## config.mk

```make
export PLATFORM = sky130hd
export DESIGN_NAME = pps_front_flat
export DESIGN_NICKNAME = d
export VERILOG_FILES = /design/src/packed_pixel_store_engine_macros.svh /design/src/pps_pkg.sv /design/src/pps_in_if.sv /design/src/pps_front.sv /design/src/flat_wrapper.sv
export SDC_FILE = /design/constraint.sdc
export NUM_CORES = 1
export LEC_CHECK = 0
export BUFFER_PORTS_ARGS = -buffer_cell sky130_fd_sc_hd__buf_2
export CAP_MARGIN = 30
export CORE_MARGIN = 4
export CORE_UTILIZATION = 57
export DETAILED_ROUTE_END_ITERATION = 7
export GPL_ROUTABILITY_DRIVEN = 0
export PLACE_DENSITY = 0.95
export SYNTH_ARGS = -nofsm -noshare
export SYNTH_HDL_FRONTEND = slang
export SYNTH_SLANG_ARGS = --single-unit
```

## constraint.sdc

```tcl
create_clock -name vclk -period 29.4
set_input_delay 7.35 -clock vclk [all_inputs]
set_output_delay 7.35 -clock vclk [all_outputs]
set_load 0.1 [all_outputs]
```

## src/packed_pixel_store_engine_macros.svh

```systemverilog
// ---------------------------------------------------------------------------
// Packed pixel store engine assertion macros
// Shorthand for the concurrent checks of the top level. The checks use the
// clock i_clk and the active-low reset i_rst_n of the including module.
// ---------------------------------------------------------------------------
`ifndef PACKED_PIXEL_STORE_ENGINE_MACROS_SVH
`define PACKED_PIXEL_STORE_ENGINE_MACROS_SVH

// The consequent must hold in the same cycle as the antecedent.
`define PPS_ASSERT_IMPLY(label, ante, cons, msg) \
    label: assert property (@(posedge i_clk) disable iff (!i_rst_n) (ante) |-> (cons)) \
        else $error(msg);

// The consequent must hold in the cycle after the antecedent.
`define PPS_ASSERT_NEXT(label, ante, cons, msg) \
    label: assert property (@(posedge i_clk) disable iff (!i_rst_n) (ante) |=> (cons)) \
        else $error(msg);

`endif

```

## src/pps_pkg.sv

```systemverilog
// ---------------------------------------------------------------------------
// Packed pixel store package
// Sizes, codes, shared types and address helper functions of the engine.
// ---------------------------------------------------------------------------
`timescale 1ns / 1ps

package pps_pkg;

    // Frame store size in bytes and the largest bitmap side in pixels.
    localparam int MEM_BYTES = 65536;
    localparam int MAX_DIM   = 1024;

    localparam int MEM_AW  = $clog2(MEM_BYTES);
    localparam int DIM_W   = $clog2(MAX_DIM);
    localparam int EDIM_W  = $clog2(MAX_DIM + 1);
    localparam int PITCH_W = $clog2(MAX_DIM + 4);
    localparam int ROW_W   = DIM_W + PITCH_W;
    localparam int ADDR_W  = (ROW_W + 1 > MEM_AW + 1) ? ROW_W + 1 : MEM_AW + 1;

    localparam int CFG_W     = 11;
    localparam int CFG_IDX_W = 2;

    localparam int QUEUE_DEPTH = 2;
    localparam int QPTR_W      = (QUEUE_DEPTH > 1) ? $clog2(QUEUE_DEPTH) : 1;
    localparam int QCNT_W      = $clog2(QUEUE_DEPTH + 1);

    // Configuration register indexes.
    localparam logic [CFG_IDX_W-1:0] CFG_FRAME_WIDTH  = 2'd0;
    localparam logic [CFG_IDX_W-1:0] CFG_FRAME_HEIGHT = 2'd1;
    localparam logic [CFG_IDX_W-1:0] CFG_DEPTH_CODE   = 2'd2;

    // Opcodes of an input transaction.
    localparam logic [1:0] OP_READ  = 2'd0;
    localparam logic [1:0] OP_WRITE = 2'd1;
    localparam logic [1:0] OP_FILL  = 2'd2;

    // Result status codes.
    localparam logic [1:0] ST_OK    = 2'd0;
    localparam logic [1:0] ST_RANGE = 2'd1;
    localparam logic [1:0] ST_EMPTY = 2'd2;

    // Work classes handed from the front to the back.
    typedef enum logic [1:0] {
        K_READ,
        K_WRITE,
        K_FILL,
        K_REPLY
    } t_kind;

    typedef enum logic [2:0] {
        B_CLEAR,
        B_IDLE,
        B_ROW,
        B_READ,
        B_WRITE,
        B_HOLD
    } t_bstate;

    typedef struct packed {
        logic [CFG_W-1:0] frame_width;
        logic [CFG_W-1:0] frame_height;
        logic [1:0]       depth_code;
    } t_cfg;

    typedef struct packed {
        t_kind            kind;
        logic [DIM_W-1:0] x0;
        logic [DIM_W-1:0] y0;
        logic [DIM_W-1:0] x1;
        logic [DIM_W-1:0] y1;
        logic [7:0]       color;
        logic [1:0]       status;
    } t_cmd;

    typedef struct packed {
        logic push;
        t_cmd cmd;
    } t_qreq;

    typedef struct packed {
        logic valid;
        t_cmd cmd;
    } t_qhead;

    // Register value limited to the largest supported side.
    function automatic logic [EDIM_W-1:0] eff_dim(input logic [CFG_W-1:0] v);
        if (32'(v) > MAX_DIM) begin
            return EDIM_W'(MAX_DIM);
        end
        return EDIM_W'(v);
    endfunction

    // Bytes per row: bits rounded up to a whole 32-bit word.
    function automatic logic [PITCH_W-1:0] row_pitch(input logic [EDIM_W-1:0] ew,
                                                    input logic [1:0] dc);
        logic [EDIM_W+4:0] bits;
        bits = ((EDIM_W+5)'(ew) << dc) + (EDIM_W+5)'(31);
        return PITCH_W'(bits >> 3) & ~PITCH_W'(3);
    endfunction

    function automatic logic [7:0] depth_mask(input logic [1:0] dc);
        logic [7:0] m;
        unique case (dc)
            2'd0: m = 8'h01;
            2'd1: m = 8'h03;
            2'd2: m = 8'h0F;
            default: m = 8'hFF;
        endcase
        return m;
    endfunction

endpackage

```

## src/pps_in_if.sv

```systemverilog
// ---------------------------------------------------------------------------
// Pixel request channel
// Valid/ready channel that carries one pixel or rectangle request.
// ---------------------------------------------------------------------------
`timescale 1ns / 1ps

interface pps_in_if;
    logic              valid;
    logic              ready;
    logic [1:0]        opcode;
    logic signed [15:0] x_pos;
    logic signed [15:0] y_pos;
    logic signed [15:0] x_end;
    logic signed [15:0] y_end;
    logic [7:0]        color;

    modport source (output valid, opcode, x_pos, y_pos, x_end, y_end, color,
                    input ready);
    modport sink (input valid, opcode, x_pos, y_pos, x_end, y_end, color,
                  output ready);
endinterface

```

## src/pps_front.sv

```systemverilog
// ---------------------------------------------------------------------------
// Packed pixel store front end
// Accepts requests, checks them against the bitmap and clips rectangles.
// ---------------------------------------------------------------------------
`timescale 1ns / 1ps

module pps_front (
    input  pps_pkg::t_cfg i_cfg,
    input  logic          i_enable,
    input  logic          i_full,
    pps_in_if.sink        i_pix,
    output pps_pkg::t_qreq o_req
);

    localparam int CW = ((pps_pkg::EDIM_W > 16) ? pps_pkg::EDIM_W : 16) + 1;

    logic signed [CW-1:0] w_s, h_s;
    logic signed [CW-1:0] x_s, y_s, xe_s, ye_s;
    logic signed [CW-1:0] cx0, cy0, cx1, cy1;
    logic                 in_bitmap, reversed, empty;

    assign i_pix.ready = i_enable && !i_full;

    always_comb begin
        w_s  = $signed(CW'(pps_pkg::eff_dim(i_cfg.frame_width)));
        h_s  = $signed(CW'(pps_pkg::eff_dim(i_cfg.frame_height)));
        x_s  = CW'(i_pix.x_pos);
        y_s  = CW'(i_pix.y_pos);
        xe_s = CW'(i_pix.x_end);
        ye_s = CW'(i_pix.y_end);

        in_bitmap = (x_s >= 0) && (y_s >= 0) && (x_s < w_s) && (y_s < h_s);
        reversed  = (x_s > xe_s) || (y_s > ye_s);

        cx0 = (x_s < 0) ? '0 : x_s;
        cy0 = (y_s < 0) ? '0 : y_s;
        cx1 = (xe_s >= w_s) ? w_s - CW'(1) : xe_s;
        cy1 = (ye_s >= h_s) ? h_s - CW'(1) : ye_s;
        empty = (cx0 > cx1) || (cy0 > cy1);

        o_req.push       = i_pix.valid && i_pix.ready;
        o_req.cmd.color  = i_pix.color;
        o_req.cmd.status = pps_pkg::ST_RANGE;
        o_req.cmd.kind   = pps_pkg::K_REPLY;
        o_req.cmd.x0     = pps_pkg::DIM_W'(x_s);
        o_req.cmd.y0     = pps_pkg::DIM_W'(y_s);
        o_req.cmd.x1     = pps_pkg::DIM_W'(x_s);
        o_req.cmd.y1     = pps_pkg::DIM_W'(y_s);

        priority if (i_pix.opcode == pps_pkg::OP_FILL) begin
            if (reversed || empty) begin
                o_req.cmd.status = pps_pkg::ST_EMPTY;
            end else begin
                o_req.cmd.kind = pps_pkg::K_FILL;
                o_req.cmd.x0   = pps_pkg::DIM_W'(cx0);
                o_req.cmd.y0   = pps_pkg::DIM_W'(cy0);
                o_req.cmd.x1   = pps_pkg::DIM_W'(cx1);
                o_req.cmd.y1   = pps_pkg::DIM_W'(cy1);
            end
        end else if (i_pix.opcode == pps_pkg::OP_READ && in_bitmap) begin
            o_req.cmd.kind = pps_pkg::K_READ;
        end else if (i_pix.opcode == pps_pkg::OP_WRITE && in_bitmap) begin
            o_req.cmd.kind = pps_pkg::K_WRITE;
        end else begin
            // Pixel off the bitmap or an unused opcode: answered at once.
            o_req.cmd.kind = pps_pkg::K_REPLY;
        end
    end

endmodule

```

## src/flat_wrapper.sv

```systemverilog
// flat-port wrapper written by rule: the top's interface ports become plain ports
module pps_front_flat 
  (i_cfg, i_enable, i_full, o_req, i_pix_valid, i_pix_opcode, i_pix_x_pos, i_pix_y_pos, i_pix_x_end, i_pix_y_end, i_pix_color, i_pix_ready);
  pps_in_if i_pix_i ();
  input  pps_pkg::t_cfg i_cfg;
  input  logic i_enable;
  input  logic i_full;
  output pps_pkg::t_qreq o_req;
  input wire logic [$bits(i_pix_i.valid)-1:0] i_pix_valid;
  input wire logic [$bits(i_pix_i.opcode)-1:0] i_pix_opcode;
  input wire logic [$bits(i_pix_i.x_pos)-1:0] i_pix_x_pos;
  input wire logic [$bits(i_pix_i.y_pos)-1:0] i_pix_y_pos;
  input wire logic [$bits(i_pix_i.x_end)-1:0] i_pix_x_end;
  input wire logic [$bits(i_pix_i.y_end)-1:0] i_pix_y_end;
  input wire logic [$bits(i_pix_i.color)-1:0] i_pix_color;
  output wire logic [$bits(i_pix_i.ready)-1:0] i_pix_ready;
  assign i_pix_i.valid = i_pix_valid;
  assign i_pix_i.opcode = i_pix_opcode;
  assign i_pix_i.x_pos = i_pix_x_pos;
  assign i_pix_i.y_pos = i_pix_y_pos;
  assign i_pix_i.x_end = i_pix_x_end;
  assign i_pix_i.y_end = i_pix_y_end;
  assign i_pix_i.color = i_pix_color;
  assign i_pix_ready = i_pix_i.ready;
  pps_front u_core (.i_cfg(i_cfg), .i_enable(i_enable), .i_full(i_full), .i_pix(i_pix_i), .o_req(o_req));
endmodule
```

== Yosys cells after proc, flatten, opt, wreduce, memory -nomap -nowiden ==
Cells that the tools add are included.
Widths: inputs -> output; s select.

* Add/subtract/negate cells: 2
* Mux-type cells: 17
* Equality and inequality tests: 2
* Reductions and logical operators: 12
* Order comparisons: 14

{| class="wikitable"
|+ Operator list
! cell !! count
|-
| $mux 17 || 4
|-
| $mux 11 || 4
|-
| $mux 41 || 1
|-
| $mux 40 || 1
|-
| $gt 17x17->1 || 2
|-
| $ge 16x1->1 const B || 2
|-
| $ge 16x12->1 || 2
|-
| $gt 16x16->1 || 2
|-
| $lt 16x1->1 const B || 2
|-
| $lt 16x12->1 || 2
|-
| $sub 11x1->12 const B || 2
|-
| $gt 11x11->1 const B || 2
|-
| $mux 2 || 5
|-
| $logic_and 1x1->1 || 7
|-
| $logic_or 1x1->1 || 3
|-
| $eq 2x1->1 const B || 1
|-
| $eq 2x2->1 const B || 1
|-
| $logic_not 2->1 || 1
|-
| $mux 1 || 2
|-
| $logic_not 1->1 || 1
|}

* Bits in registers: 0
* Bits of input ports: 101
* Word-level logic and storage cells: 47
* Output and inout port bits: 54

== Logic depth before layout (Yosys ltp) ==
* Depth in word-level cells: 10
* Gate-level depth with buffers: 23
* Mapped depth without buffers: 19

== Worst setup path after synthesis ==
Ideal clock, no wire load.

* Path kind: input to output
* From: input i_cfg[12] (netlist name)
* To: output o_req[11] (netlist name)
* Setup slack: 8.413 ns
* Path buffers: 4
* Arrival: 13.637 ns
* Stages: 22
* Required time: 22.050 ns
* Cell sequence: clkbuf_1 > inv_1 > clkbuf_1 > nand2_1 > ha_1 > a21o_1 > a2111oi_0 > o21a_1 > a21oi_1 > a21oi_2 > buf_4 > a221oi_1 > a21o_1 > ha_1 > nand4_1 > or2_1 > o32a_1 > a211o_1 > a311o_1 > nor4_4 > buf_4 > mux2i_1

{| class="wikitable"
|+ RTL lines
! item !! line !! text
|-
| from (decl) || flat_wrapper.sv:5 || <nowiki>input pps_pkg::t_cfg i_cfg;</nowiki>
|-
| to (decl) || flat_wrapper.sv:8 || <nowiki>output pps_pkg::t_qreq o_req;</nowiki>
|}

==> results.tsv <==
stage	metric	value	unit
synthesis	syn-num-nets	771	
critical_path	start_kind	primary input	
sta	rsz0062_at_grt	no	
hold_path	hp-class	in -> out	
critical_path	critPathSlowestCell	nor4_1	
detailed_routing	ant_nets	0	
synthesis	synth_area	4020	um^2
critical_path	cp_top_family	simple AND/OR/NAND/NOR gates	
sta	finalCritPeriodShare	0.702	
synthesis	synth.most_common_cell	ha_1	
place	port_buffers	137	
synthesis	yosys-top-cells-count	ha_1, a21oi_1, inv_1, nand2_1, nor2_1	
layout	antenna_cells	0	
layout	nets	891	
detailed_routing	drt_pass1_iterations	5	
synthesis	synth_largest_area_cell	ha_1	
floorplan	dieArea	8450	um^2
global_route	gr-total-overflow	0	
synthesis	avgSynthCellArea	7.12	um^2
layout	seq_cells	0	
floorplan	core_area	6830	um^2
power_and_ir_drop	p_per_area	19.7	nW/um^2
sta	fmax	0.0485	GHz
synthesis	ys_seq_area_frac	0	
layout	nFillCells	564	
critical_path	crit_arrival	13.29	ns
synthesis	netlist.area_leader.share	0.330	
critical_path	worst-path-buf-inv	5	
global_route	grt_pass1_vias	4631	
detailed_routing	drc_errors	0	
detailed_routing	vias	4818	
critical_path	end_kind	primary output	
clock_network	cts_resized	0	
layout	area_growth_syn_to_layout	17.6	%
floorplan	initial_core_util	0.588	
sta	relSlewSlack	0.576	
sta	tightest_slew	0.630	ns
global_route	antenna_found_initial	0	
sta	period_needed	20.64	ns
critical_path	worstPathRequired	22.05	ns
detailed_routing	via_per_inst	6.19	
place	postPlaceCellArea	4710	um^2
clock_network	post_cts_buffers	0	
floorplan	rows	30	
layout	design_area	4720	um^2
sta	fin_tns_setup	0	ns
global_route	grt_max_degree	28	
layout	multi_input_area	3640	um^2
layout	drive_gt1_frac	0.223	
sta	setup_viol	0	
power_and_ir_drop	finalPower	0.0930	mW
detailed_routing	drt_iter0_drc	300	
synthesis	synth_warnings	0	
clock_network	ctsHoldBuffers	0	
detailed_routing	avgRoutedWirePerCell	16.4	um
critical_path	crit_fanout	20	
critical_path	slowest_delay	0.55	ns
outcome	status	complete, no violations	
sta	hold_viol_final	0	
place	place_hpwl	11200	um
critical_path	path_cells	buf_2 -> inv_1 -> nand2_1 -> ha_1 -> nand4b_1 -> nor4_2 -> o21ai_0 -> a21oi_1 -> a21oi_2 -> buf_8 -> nor4_1 -> a21oi_1 -> ha_1 -> nand4_1 -> or2_1 -> o32a_1 -> a211o_1 -> a311o_1 -> nor4_4 -> buf_4 -> mux2i_1 -> buf_2	
global_route	track_usage	0.286	
sta	slew_viol_final	0	
global_route	grt_pass1_wl	20700	um
synthesis	synth_cell_types	58	
power_and_ir_drop	p_leak	2.52	nW
run	maxCapViolCount	0	
layout	num-clock-buffers	0	
detailed_routing	drt_wl_total	12800	um
power_and_ir_drop	peakVddDrop	0.0266	mV
critical_path	worst-setup-path-type	in -> out	
synthesis	ys_top_cells_by_area	ha_1, mux2i_1, a21oi_1, inv_1, nand2_1	
layout	regArea	0	um^2
floorplan	fp.dieW	91.9	um
floorplan	io_pins	155	
floorplan	die_y	91.9	um
synthesis	syn_inst	564	
==> where the power goes <==
part / switching (mW) / internal, mW / total [mW]
sequential: 0 / 0 / 0
combinational: 0.0635 / 0.0295 / 0.0930
clock: 0 / 0 / 0
total: 0.0635 / 0.0295 / 0.0930
==> final timing paths <==
kind | from | to | slack, ns | cells past startpoint
max | i_cfg[12] | o_req[19] | 8.76 | 22
min | i_pix_color[0] | o_req[2] | 14.70 | 0
==> through the flow <==
step	hold slack [ns]	util	cells	setup slack (ns)
floorplan	14.91	-	564	8.41
global placement	14.70	0.689	777	8.84
detailed placement	14.70	0.689	777	8.62
global route	14.70	0.691	778	8.32
finish	14.70	0.691	778	8.76
CTS	14.70	0.689	777	8.63
==> cell usage in the layout, fill, tap and decap left out, types with 3 or more instances in the layout <==
master	count
a211o_1	3
a21o_1	15
a21oi_1	67
buf_2	137
buf_4	3
ha_1	106
inv_1	63
mux2_2	5
mux2i_1	35
nand2_1	48
nand2b_1	7
nand3_1	12
nand4_1	18
nor2_1	38
nor2b_1	17
nor3_1	10
nor4_1	10
o211ai_1	6
o21a_1	5
o21ai_0	16
o31ai_1	4
or3_1	3
or4_1	3
xnor2_1	7
xor2_1	3
==> final cells by class <==
| type | count | share of cell area |
|---|---|---|
| Inverter | 63 | 0.0501 |
| Multi-Input combinational cell | 478 | 0.771 |
| Tap cell | 96 | 0.0254 |
| Timing Repair Buffer | 141 | 0.153 |
==> per-layer routing <==
metal,GRT usage,vias up,wire length [um]
met4,0.124,0,554
met3,0.0312,59,1050
met2,0.512,275,6280
li1,-,2293,-
met1,0.343,2191,4910
met5,0,-,0
==> kinds of logic after synthesis <==
kind of cell               Yosys count  share of synthesized area
xor gates and xnor gates            10                     0.0218
AOI/OAI and AO/OA                  140                      0.218
adders and majority gates          106                      0.330
muxes                               41                      0.104
buffers and inverters               86                     0.0929
and+or+nand+nor                    181                      0.233
No activity file was read; power rests on OpenSTA's default activity.
