<file path="src/packed_pixel_store_engine_macros.svh">
// ---------------------------------------------------------------------------
// Packed pixel store engine assertion macros
// Shorthand for the concurrent checks of the top level. The checks use the
// clock i_clk and the active-low reset i_rst_n of the including module.
// ---------------------------------------------------------------------------
`ifndef PACKED_PIXEL_STORE_ENGINE_MACROS_SVH
`define PACKED_PIXEL_STORE_ENGINE_MACROS_SVH

// The consequent must hold in the same cycle as the antecedent.
`define PPS_ASSERT_IMPLY(label, ante, cons, msg) \
    label: assert property (@(posedge i_clk) disable iff (!i_rst_n) (ante) |-> (cons)) \
        else $error(msg);

// The consequent must hold in the cycle after the antecedent.
`define PPS_ASSERT_NEXT(label, ante, cons, msg) \
    label: assert property (@(posedge i_clk) disable iff (!i_rst_n) (ante) |=> (cons)) \
        else $error(msg);

`endif

</file>
<file path="src/pps_pkg.sv">
// ---------------------------------------------------------------------------
// Packed pixel store package
// Sizes, codes, shared types and address helper functions of the engine.
// ---------------------------------------------------------------------------
`timescale 1ns / 1ps

package pps_pkg;

    // Frame store size in bytes and the largest bitmap side in pixels.
    localparam int MEM_BYTES = 65536;
    localparam int MAX_DIM   = 1024;

    localparam int MEM_AW  = $clog2(MEM_BYTES);
    localparam int DIM_W   = $clog2(MAX_DIM);
    localparam int EDIM_W  = $clog2(MAX_DIM + 1);
    localparam int PITCH_W = $clog2(MAX_DIM + 4);
    localparam int ROW_W   = DIM_W + PITCH_W;
    localparam int ADDR_W  = (ROW_W + 1 > MEM_AW + 1) ? ROW_W + 1 : MEM_AW + 1;

    localparam int CFG_W     = 11;
    localparam int CFG_IDX_W = 2;

    localparam int QUEUE_DEPTH = 2;
    localparam int QPTR_W      = (QUEUE_DEPTH > 1) ? $clog2(QUEUE_DEPTH) : 1;
    localparam int QCNT_W      = $clog2(QUEUE_DEPTH + 1);

    // Configuration register indexes.
    localparam logic [CFG_IDX_W-1:0] CFG_FRAME_WIDTH  = 2'd0;
    localparam logic [CFG_IDX_W-1:0] CFG_FRAME_HEIGHT = 2'd1;
    localparam logic [CFG_IDX_W-1:0] CFG_DEPTH_CODE   = 2'd2;

    // Opcodes of an input transaction.
    localparam logic [1:0] OP_READ  = 2'd0;
    localparam logic [1:0] OP_WRITE = 2'd1;
    localparam logic [1:0] OP_FILL  = 2'd2;

    // Result status codes.
    localparam logic [1:0] ST_OK    = 2'd0;
    localparam logic [1:0] ST_RANGE = 2'd1;
    localparam logic [1:0] ST_EMPTY = 2'd2;

    // Work classes handed from the front to the back.
    typedef enum logic [1:0] {
        K_READ,
        K_WRITE,
        K_FILL,
        K_REPLY
    } t_kind;

    typedef enum logic [2:0] {
        B_CLEAR,
        B_IDLE,
        B_ROW,
        B_READ,
        B_WRITE,
        B_HOLD
    } t_bstate;

    typedef struct packed {
        logic [CFG_W-1:0] frame_width;
        logic [CFG_W-1:0] frame_height;
        logic [1:0]       depth_code;
    } t_cfg;

    typedef struct packed {
        t_kind            kind;
        logic [DIM_W-1:0] x0;
        logic [DIM_W-1:0] y0;
        logic [DIM_W-1:0] x1;
        logic [DIM_W-1:0] y1;
        logic [7:0]       color;
        logic [1:0]       status;
    } t_cmd;

    typedef struct packed {
        logic push;
        t_cmd cmd;
    } t_qreq;

    typedef struct packed {
        logic valid;
        t_cmd cmd;
    } t_qhead;

    // Register value limited to the largest supported side.
    function automatic logic [EDIM_W-1:0] eff_dim(input logic [CFG_W-1:0] v);
        if (32'(v) > MAX_DIM) begin
            return EDIM_W'(MAX_DIM);
        end
        return EDIM_W'(v);
    endfunction

    // Bytes per row: bits rounded up to a whole 32-bit word.
    function automatic logic [PITCH_W-1:0] row_pitch(input logic [EDIM_W-1:0] ew,
                                                    input logic [1:0] dc);
        logic [EDIM_W+4:0] bits;
        bits = ((EDIM_W+5)'(ew) << dc) + (EDIM_W+5)'(31);
        return PITCH_W'(bits >> 3) & ~PITCH_W'(3);
    endfunction

    function automatic logic [7:0] depth_mask(input logic [1:0] dc);
        logic [7:0] m;
        unique case (dc)
            2'd0: m = 8'h01;
            2'd1: m = 8'h03;
            2'd2: m = 8'h0F;
            default: m = 8'hFF;
        endcase
        return m;
    endfunction

endpackage

</file>
<file path="src/pps_queue.sv">
// ---------------------------------------------------------------------------
// Packed pixel store command queue
// Short FIFO of classified commands between the front and the back.
// ---------------------------------------------------------------------------
`timescale 1ns / 1ps

module pps_queue (
    input  logic           i_clk,
    input  logic           i_rst_n,
    input  pps_pkg::t_qreq i_req,
    output logic           o_full,
    input  logic           i_pop,
    output pps_pkg::t_qhead o_head
);

    pps_pkg::t_cmd                   r_mem [pps_pkg::QUEUE_DEPTH];
    logic [pps_pkg::QPTR_W-1:0]      r_wptr, r_rptr;
    logic [pps_pkg::QCNT_W-1:0]      r_count;

    function automatic logic [pps_pkg::QPTR_W-1:0] bump(
        input logic [pps_pkg::QPTR_W-1:0] p);
        if (32'(p) == pps_pkg::QUEUE_DEPTH - 1) begin
            return '0;
        end
        return p + pps_pkg::QPTR_W'(1);
    endfunction

    assign o_full      = (32'(r_count) == pps_pkg::QUEUE_DEPTH);
    assign o_head.valid = (r_count != '0);
    assign o_head.cmd   = r_mem[r_rptr];

    always_ff @(posedge i_clk) begin
        if (!i_rst_n) begin
            r_wptr  <= '0;
            r_rptr  <= '0;
            r_count <= '0;
        end else begin
            if (i_req.push) begin
                r_wptr <= bump(r_wptr);
            end
            if (i_pop) begin
                r_rptr <= bump(r_rptr);
            end
            if (i_req.push && !i_pop) begin
                r_count <= r_count + pps_pkg::QCNT_W'(1);
            end else if (!i_req.push && i_pop) begin
                r_count <= r_count - pps_pkg::QCNT_W'(1);
            end
        end
    end

    always_ff @(posedge i_clk) begin
        if (i_req.push) begin
            r_mem[r_wptr] <= i_req.cmd;
        end
    end

endmodule

</file>
<file path="config.mk">
export PLATFORM = sky130hd
export DESIGN_NAME = pps_queue
export DESIGN_NICKNAME = d
export VERILOG_FILES = /design/src/packed_pixel_store_engine_macros.svh /design/src/pps_pkg.sv /design/src/pps_queue.sv
export SDC_FILE = /design/constraint.sdc
export NUM_CORES = 1
export LEC_CHECK = 0
export ABC_AREA = 1
export BUFFER_PORTS_ARGS = -buffer_cell sky130_fd_sc_hd__buf_2
export CAP_MARGIN = 20
export CORE_UTILIZATION = 41
export DETAILED_ROUTE_END_ITERATION = 10
export PLACE_DENSITY = 0.7
export SYNTH_ARGS = -nofsm -noshare
export SYNTH_HDL_FRONTEND = slang
export SYNTH_SLANG_ARGS = --single-unit
</file>
<file path="constraint.sdc">
create_clock -name i_clk -period 4.11 [get_ports i_clk]
set_clock_uncertainty 0.15 [all_clocks]
set_input_delay 0.2055 -clock i_clk [delete_from_list [all_inputs] [get_ports i_clk]]
set_output_delay 0.2055 -clock i_clk [all_outputs]
set_load 0.01 [all_outputs]
</file>
Yosys cells after proc, flatten, opt, wreduce, memory -nomap -nowiden
Memories as Yosys holds them, arrays and structs flattened. A register that Yosys moved wholly into a read port is not among the register bits.
Index checks and enable logic that the tools add are counted.
- register bits: 4
- memory bits (writable): 104
- input bits: 56
- output and inout port bits: 54
- memories kept: 1
- memories (memory ; depth ; bits a word ; rd ports ; clocked after memory_dff ; write ports ; line ; text):
    r_mem ; 2 ; 52 ; 1 ; 1 ; 1 ; pps_queue.sv:16 ; pps_pkg::t_cmd r_mem [pps_pkg::QUEUE_DEPTH];
- add/sub/neg operators: 4
- equality and inequality tests: 1
- mux-type cells: 16
- reduce and logical (&&, ||, !) cells: 6
- operators with widths (operator ; count):
    2-to-1 mux 1 bit ; 14
    2-to-1 mux 2 bit ; 2
    nonzero test 2 bit ; 2
    adder 1 bit (second input constant) ; 2
    adder 2 x 1 -> 2 bit (second input constant) ; 1
    == test 2 bit (second input constant) ; 1
    logical AND 1 bit ; 2
    zero test 1 bit ; 2
    subtractor 2 x 1 -> 2 bit (second input constant) ; 1

Logic depth before layout (Yosys ltp)
Gate-level depths: netlist of the first run.
- depth in word-level cells: 6
- mapped depth: 8
- depth with buffers taken out: 8

Worst setup path after synthesis of the first run
Ideal clock, no wire load.
- path type: register to register
- start point: reg r_wptr
- end point: mem r_mem[0][0] (netlist bit) (enable)
- arrival time: 2500 ps
- required time: 3497 ps
- slack: 997 ps
- cell stages (with the launch flop): 2
- path buffers: 0
- clock period less this slack: 3113 ps
- path through: dfxtp_1 -> nor2_1
- RTL lines (what ; line ; text):
    from (decl) ; pps_queue.sv:17 ; logic [pps_pkg::QPTR_W-1:0] r_wptr, r_rptr;
    from (signal assigned) ; pps_queue.sv:39 ; r_wptr <= bump(r_wptr);
    to (decl) ; pps_queue.sv:16 ;
No word-level cell before the write port.

==> out/results.tsv, run 1 <==
stage	metric	value	unit
worst_setup_path	highest cell delay on the worst timing path	0.99	ns
sta	final worst hold slack	0.3780	ns
floorplan	die span in x	103.6	um
worst_setup_path	Arrival @ worst endpoint	1.94	ns
clocking	clock net sink count	109	
finish	utilization of the core after routing	56.74	%
clocking	Gates resized, CTS repair	0	
grt	wire length of the first global-routing pass	11.41	mm
worst_setup_path	maximum fanout count along the critical path	52	
worst_setup_path	kind of critical path	flop to output pin	
route	router iterations before antenna repair	4	
route	Post-route DRC	0	
finish	commonest cells after routing, fill and taps aside	109 x buf_2, 104 x edfxtp_1, 55 x dlygate4sd3_1	
placed_design	routability congestion estimate from global placement	0.6757	
clocking	Clock Root Buffer	clkbuf_8	
worst_hold_path	hold path startpoint	r_rptr	
sta	Fmax achieved	435.8	MHz
synth	post-synthesis mux area share	18.26	%
route	Wirelength per Cell	13.80	um
finish	final layout net count	425	
synth	Yosys reg bits	109	
placed_design	count of buffers inserted at the top-level ports	109	
clocking	Inserted Clock Buffers	9	
worst_setup_path	reg-to-reg startpoint	r_wptr	
worst_setup_path	sort of element at the end of the critical path	output pin	
worst_hold_path	Hold Crit Class	flop to flop	
grt	largest net degree at the start of global routing	53	
floorplan	area of the placeable core	9910	um2
flow_run	maximum capacitance violations	0	
worst_setup_path	Critical Path, Cell by Cell	mux2_2 > buf_2	
route	DRT iter0 DRCs	77	
placed_design	Detail Placement HPWL	4.265	mm
worst_setup_path	worst r2r dst	r_mem[0][9]	
sta	setup repair after global routing missed its margin	false	
sta	worst path setup slack after routing	1.815	ns
sta	headroom to the max-slew limit	34.73	%
sta	post-route setup TNS	0	ns
route	overall via count from detail_route	2243	
synth	post-synth design cell area	4235	um2
worst_setup_path	nature of the critical path startpoint	flop	
worst_hold_path	cell count of the worst hold path	2	
floorplan	I/O pin cnt	110	
synth	net count after synthesis	254	
synth	Post-Synth XOR/XNOR Area	0	%
grt	initial antenna violation count	0	
floorplan	full die area	10740	um2
finish	most common cell after layout, fill and taps aside	buf_2	
grt	All-Layer GR Usage	13.94	%
finish	Design Area, Final	5623	um2
worst_setup_path	cell family contributing the most delay on the critical path	flip-flops	
grt	overflow left after global routing	0	
worst_setup_path	data required time at the worst endpoint	3.75	ns
clocking	clock network latency to the later pin of the worst-skew pair	0.36	ns
worst_setup_path	sum of buffers and inverters on the critical path	1	
clocking	number of buffers added to fix hold violations after cts	55	
finish	synthesis-to-finish area growth	32.76	%
clocking	post-CTS clock slew at the launch and capture registers of the worst setup and hold paths	0.10	ns
sta	Hold Fails Final Rpt	0	
pwr	reported leakage power	0.002273	uW
synth	average cell area after synthesis	21.50	um2
clocking	CTS tree	done	
floorplan	effective utilization at floorplan	42.74	%
synth	yosys warns	0	
worst_setup_path	R2R depth	2	
sta	minimum clock period after layout	2.295	ns
placed_design	Post-DP Area	4875	um2
pwr	power density cells	396.6	nW/um2
finish	Inserted Diodes	0	
floorplan	Die Span Y	103.6	um
run_status	outcome	finished, final reports clean	
synth	synthesized instance count	197	
placed_design	pre-CTS setup slack	2.071	ns
synth	basic-gate share of the synthesized area counting and, or, nand and nor cells	1.773	%
route	total detailed-routing wirelength	6.981	mm
sta	Slew Limit Fails	0	
sta	final setup vio count	0	
synth	post-synthesis adder-cell area fraction	0.2954	%
grt	via count of the first global-routing pass	2341	
finish	fraction of layout instances using a drive strength above 1	48.53	%
route	number of vias per cell after detailed routing	4.433	
synth	sequential share of the synthesized area	76.10	%
clocking	CTS H-tree depth	3	
route	antenna-violating nets left	0	
synth	share of the synthesized area in compound gates (AO/OA/AOI/OAI)	0.2363	%
synth	number of distinct library cells after synthesis	14	
floorplan	number of placement rows	36	
worst_setup_path	slowest stage cell on the critical path	dfxtp_4	
sta	final worst path period share	55.83	%
clocking	post-CTS setup buffer count	0	
worst_setup_path	setup slack, reg-to-reg	2.15	ns
synth	dominant combinational cell family by area after synthesis	multiplexers	
pwr	VDD IR max	0.2584	mV
clocking	maximum clock insertion buffer count	2	
sta	transition time at the pin with the least slew margin	0.9790	ns
worst register-to-register path: cells and delay by family (launching register included):
kind                   cells  cell delay (ns)
and+or+nand+nor            1             0.58
buffers and inverters      1             0.51
DFF                        1             0.36
where the power goes:
part           switching [uW]  leakage, uW  internal, uW
registers                35.6      0.00102          1280
clock network             351     0.000101           284
logic                     112      0.00115           166
cells in the mapped netlist (all sizes together):
master,count,area [um2]
nand3,1,5.000
buf,6,111.4
dfxtp,5,100.1
a21oi,1,5.000
mux2,52,773.2
nand2,9,33.78
nand4,1,6.260
nor2,8,30.03
ha,1,12.51
o21ai,1,5.000
inv,8,30.03
edfxtp,104,3123
kinds of logic after synthesis:
| logic type | count (synthesis) |
|---|---|
| adder cells (fa/ha/maj) | 1 |
| flip-flops | 109 |
| buffers and inverters | 14 |
| multiplexers | 52 |
| AO/OA/AOI/OAI | 2 |
| AND/OR/NAND/NOR | 19 |
metal layers:
layer / global-route usage (%) / part of all wire [%]
met1: 17.03 / 44
met3: 3.147 / 5.1
met5: 0 / 0
met4: 8.075 / 2.1
met2: 22.77 / 49
layout make-up:
cell class | count | area (um2)
inverter | 8 | 30.03
timing repair buffer | 166 | 1124
clock buffer | 9 | 123.9
fill | 819 | 4287
sequential | 109 | 3227
multi-input combinational | 74 | 878.3
tap | 133 | 166.4
clock inverter | 7 | 73.82
flip-flops by register name (all words and copies together), names as in the netlist, named ones only:
register / count
r_mem: 104
r_count: 2
r_rptr: 1
r_wptr: 1
how the worst max path moves through the flow:
stage / endpoint / slack, ns / depth (start not counted)
floorplan: r_mem[0][0] / 1.0 / 1
global placement: r_mem[0][4] / 2.16 / 4
detailed placement: r_mem[0][35] / 2.07 / 4
CTS: o_head[32] / 1.74 / 2
global route: o_head[32] / 1.71 / 2
finish: o_head[32] / 1.82 / 2
stage by stage:
step | cells | total power (uW)
floorplan | 197 | 1495
global placement | 434 | 1575
detailed placement | 435 | 1585
CTS | 506 | 2264
global route | 506 | 2329
finish | 506 | 2230
Power figures use the tool's default switching activity.
==> run 2, diff against run 1 <==
--- a/config.mk
+++ b/config.mk
@@ -5,12 +5,12 @@
 export SDC_FILE = /design/constraint.sdc
 export NUM_CORES = 1
 export LEC_CHECK = 0
-export ABC_AREA = 1
+export ABC_AREA = 0
 export BUFFER_PORTS_ARGS = -buffer_cell sky130_fd_sc_hd__buf_2
 export CAP_MARGIN = 20
 export CORE_UTILIZATION = 41
 export DETAILED_ROUTE_END_ITERATION = 10
-export PLACE_DENSITY = 0.7
+export PLACE_DENSITY = 0.71
 export SYNTH_ARGS = -nofsm -noshare
 export SYNTH_HDL_FRONTEND = slang
 export SYNTH_SLANG_ARGS = --single-unit
==> constraint.sdc (replaced) <==
create_clock -name i_clk -period 2.26 [get_ports i_clk]
set_clock_uncertainty 0.15 [all_clocks]
set_input_delay 0.113 -clock i_clk [delete_from_list [all_inputs] [get_ports i_clk]]
set_output_delay 0.113 -clock i_clk [all_outputs]
set_load 0.01 [all_outputs]
==> out/results.tsv, run 2 <==
stage	metric	value	unit
synth	post-synth design cell area	3991	um2
finish	synthesis-to-finish area growth	36.18	%
sta	Hold Fails Final Rpt	0	
clocking	number of buffers added to fix hold violations after cts	56	
clocking	post-CTS setup buffer count	0	
floorplan	full die area	10130	um2
floorplan	Die Span Y	100.7	um
flow_run	maximum capacitance violations	0	
sta	setup repair after global routing missed its margin	false	
placed_design	count of buffers inserted at the top-level ports	109	
synth	Synth area leaders	edfxtp_1 78%, mux2_2 15%, dfxtp_1 2.5%	
pwr	Int Power	3027	uW
synth	net count after synthesis	241	
grt	initial antenna violation count	0	
floorplan	number of placement rows	35	
worst_setup_path	maximum fanout count along the critical path	29	
route	number of vias per cell after detailed routing	4.567	
route	antenna-violating nets left	0	
placed_design	routability congestion estimate from global placement	0.6743	
synth	leading register cell type out of synthesis	edfxtp_1	
worst_hold_path	Hold Crit Class	input port to flop	
clocking	post-CTS clock slew at the launch and capture registers of the worst setup and hold paths	0.10	ns
grt	overflow left after global routing	0	
finish	final layout net count	415	
synth	fraction of registers with async set/reset	0	%
sta	Slew Limit Fails	0	
synth	average cell area after synthesis	21.69	um2
grt	global routing usage on met1	15.26	%
sta	final setup vio count	0	
pwr	sequential fraction of design power	59.6	%
synth	sequential share of the synthesized area	80.75	%
finish	register ranked first by flip-flop count	r_mem	
route	overall via count from detail_route	2247	
synth	number of distinct library cells after synthesis	17	
grt	largest net degree at the start of global routing	54	
finish	most common cell after layout, fill and taps aside	buf_2	
clocking	Clock Root Buffer	clkbuf_8	
clocking	Inserted Clock Buffers	9	
sta	headroom to the max-slew limit	73.62	%
sta	final worst path period share	82.31	%
finish	commonest cells after routing, fill and taps aside	109 x buf_2, 104 x edfxtp_1, 56 x dlygate4sd3_1	
pwr	fraction of power spent switching nets	23.34	%
worst_setup_path	Arrival @ worst endpoint	1.60	ns
pwr	VDD IR max	0.3815	mV
worst_setup_path	highest cell delay on the worst timing path	0.40	ns
sta	post-route setup TNS	0	ns
synth	synthesized instance count	184	
clocking	CTS tree	done	
synth	Post-synth EDFFs	104	
finish	registers with the most flip-flops	r_mem x104, r_count x2	
finish	max FFs per register	104	
clocking	clock network latency to the later pin of the worst-skew pair	0.35	ns
route	Wirelength per Cell	14.42	um
grt	met2 track demand over resource	25.71	%
pwr	reported leakage power	0.002063	uW
route	router iterations before antenna repair	4	
worst_setup_path	data required time at the worst endpoint	2.00	ns
synth	yosys warns	0	
worst_setup_path	cell family contributing the most delay on the critical path	buffers and inverters	
worst_setup_path	kind of critical path	flop to output pin	
route	total detailed-routing wirelength	7.097	mm
synth	most frequent cell after synthesis	edfxtp_1	
sta	Fmax achieved	537.6	MHz
grt	via count of the first global-routing pass	2335	
grt	M3 GR Usage	4.230	%
synth	top cell type's share of synthesized area	78.24	%
worst_setup_path	nature of the critical path startpoint	flop	
floorplan	area of the placeable core	9328	um2
pwr	switching power total	921.5	uW
pwr	part of the power in combinational logic	13.7	%
grt	wire length of the first global-routing pass	10.64	mm
synth	post-synthesis cell type with the largest combined area	edfxtp_1	
clocking	maximum clock insertion buffer count	2	
worst_setup_path	slowest stage cell on the critical path	mux2_2	
finish	Inserted Diodes	0	
grt	All-Layer GR Usage	14.25	%
finish	filler instances	727	
floorplan	I/O pin cnt	110	
grt	layer with the highest usage	met2	
placed_design	Post-DP Area	4702	um2
synth	Yosys reg bits	109	
placed_design	Detail Placement HPWL	4.005	mm
pwr	power density cells	726.5	nW/um2
synth	most instantiated cells after synthesis	104 x edfxtp_1, 52 x mux2_2, 5 x buf_6, 5 x dfxtp_1, 4 x and2_1	
finish	fraction of layout instances using a drive strength above 1	50.96	%
clocking	CTS H-tree depth	3	
sta	transition time at the pin with the least slew margin	0.3957	ns
worst_setup_path	Critical Path, Cell by Cell	buf_4 > mux2_2 > buf_2	
route	DRT iter0 DRCs	24	
clocking	Gates resized, CTS repair	0	
sta	minimum clock period after layout	1.860	ns
route	Post-route DRC	0	
run_status	outcome	finished, final reports clean	
pwr	share of power burned in the clock network	26.7	%
worst_setup_path	sum of buffers and inverters on the critical path	2	
worst_setup_path	sort of element at the end of the critical path	output pin	
clocking	clock net sink count	109	
floorplan	die span in x	100.7	um
finish	Design Area, Final	5435	um2
floorplan	effective utilization at floorplan	42.79	%
run 2: area by class of cell:
| type | instances | area [um2] | share of cell area (%) |
|---|---|---|---|
| Sequential cell | 109 | 3224 | 59.32 |
| Timing Repair Buffer | 169 | 1161 | 21.36 |
| Multi-Input combinational cell | 68 | 711.9 | 13.10 |
| Tap cell | 129 | 161.4 | 2.970 |
| Clock buffer | 9 | 123.9 | 2.279 |
| Clock inverter | 7 | 48.80 | 0.8978 |
| Inverter | 1 | 3.754 | 0.06906 |
run 2: cell families (layout without fill, tap and decap cells):
logic type,count (synthesis),count (layout),share of synthesized area (%)
DFF,109,109,80.75
and+or+nand+nor,9,9,1.473
adders and majority gates,1,1,0.3134
muxes,52,52,14.67
xor gates and xnor gates,3,3,0.6584
buffers and inverters,7,186,1.630
AOI/OAI and AO/OA,3,3,0.5016
run 2: power by group through the flow:
stage               registers [uW]  clock network, uW  logic [uW]
floorplan                     2390                  0         280
global placement              2400                  0         461
detailed placement            2400                  0         467
CTS                           2360               1100         544
global route                  2360               1180         583
finish                        2360               1050         540
run 2: metal layers:
| metal | vias to the layer above | wire length (um) |
|---|---|---|
| li1 | 1063 | - |
| met1 | 1099 | 2899 |
| met2 | 72 | 3687 |
| met3 | 13 | 373 |
| met4 | 0 | 137 |
| met5 | - | 0 |
run 2: worst reg2reg max path: stages, from the launching register on:
cell           delay (ns)
dfxtp_1              0.32
xor2_1               0.16
and2_1               0.15
dlygate4sd3_1        0.55
run 2: worst paths after layout:
path | start | slack (ns) | to | cells past startpoint
hold / removal | i_req[6] | 0.31 | r_mem[1][6] | 2
setup / recovery | flop | 0.40 | o_head[31] | 3
setup reg to reg | r_rptr | 0.84 | r_rptr | 3
hold reg to reg | r_count[1] | 0.38 | r_count[1] | 2
run 2: metrics by stage:
step	power, uW	setup slack [ns]	utilization, %	hold slack (ns)	cells
2_1_floorplan	2675	0.06815	-	0.06187	184
3_3_place_gp	2856	0.7739	50.41	0.1508	420
3_5_place_dp	2869	0.7700	50.41	0.1545	420
4_1_cts	4001	0.3589	58.27	0.2890	492
5_1_grt	4123	0.2961	58.27	0.2933	492
6_report	3949	0.3998	58.27	0.3132	492
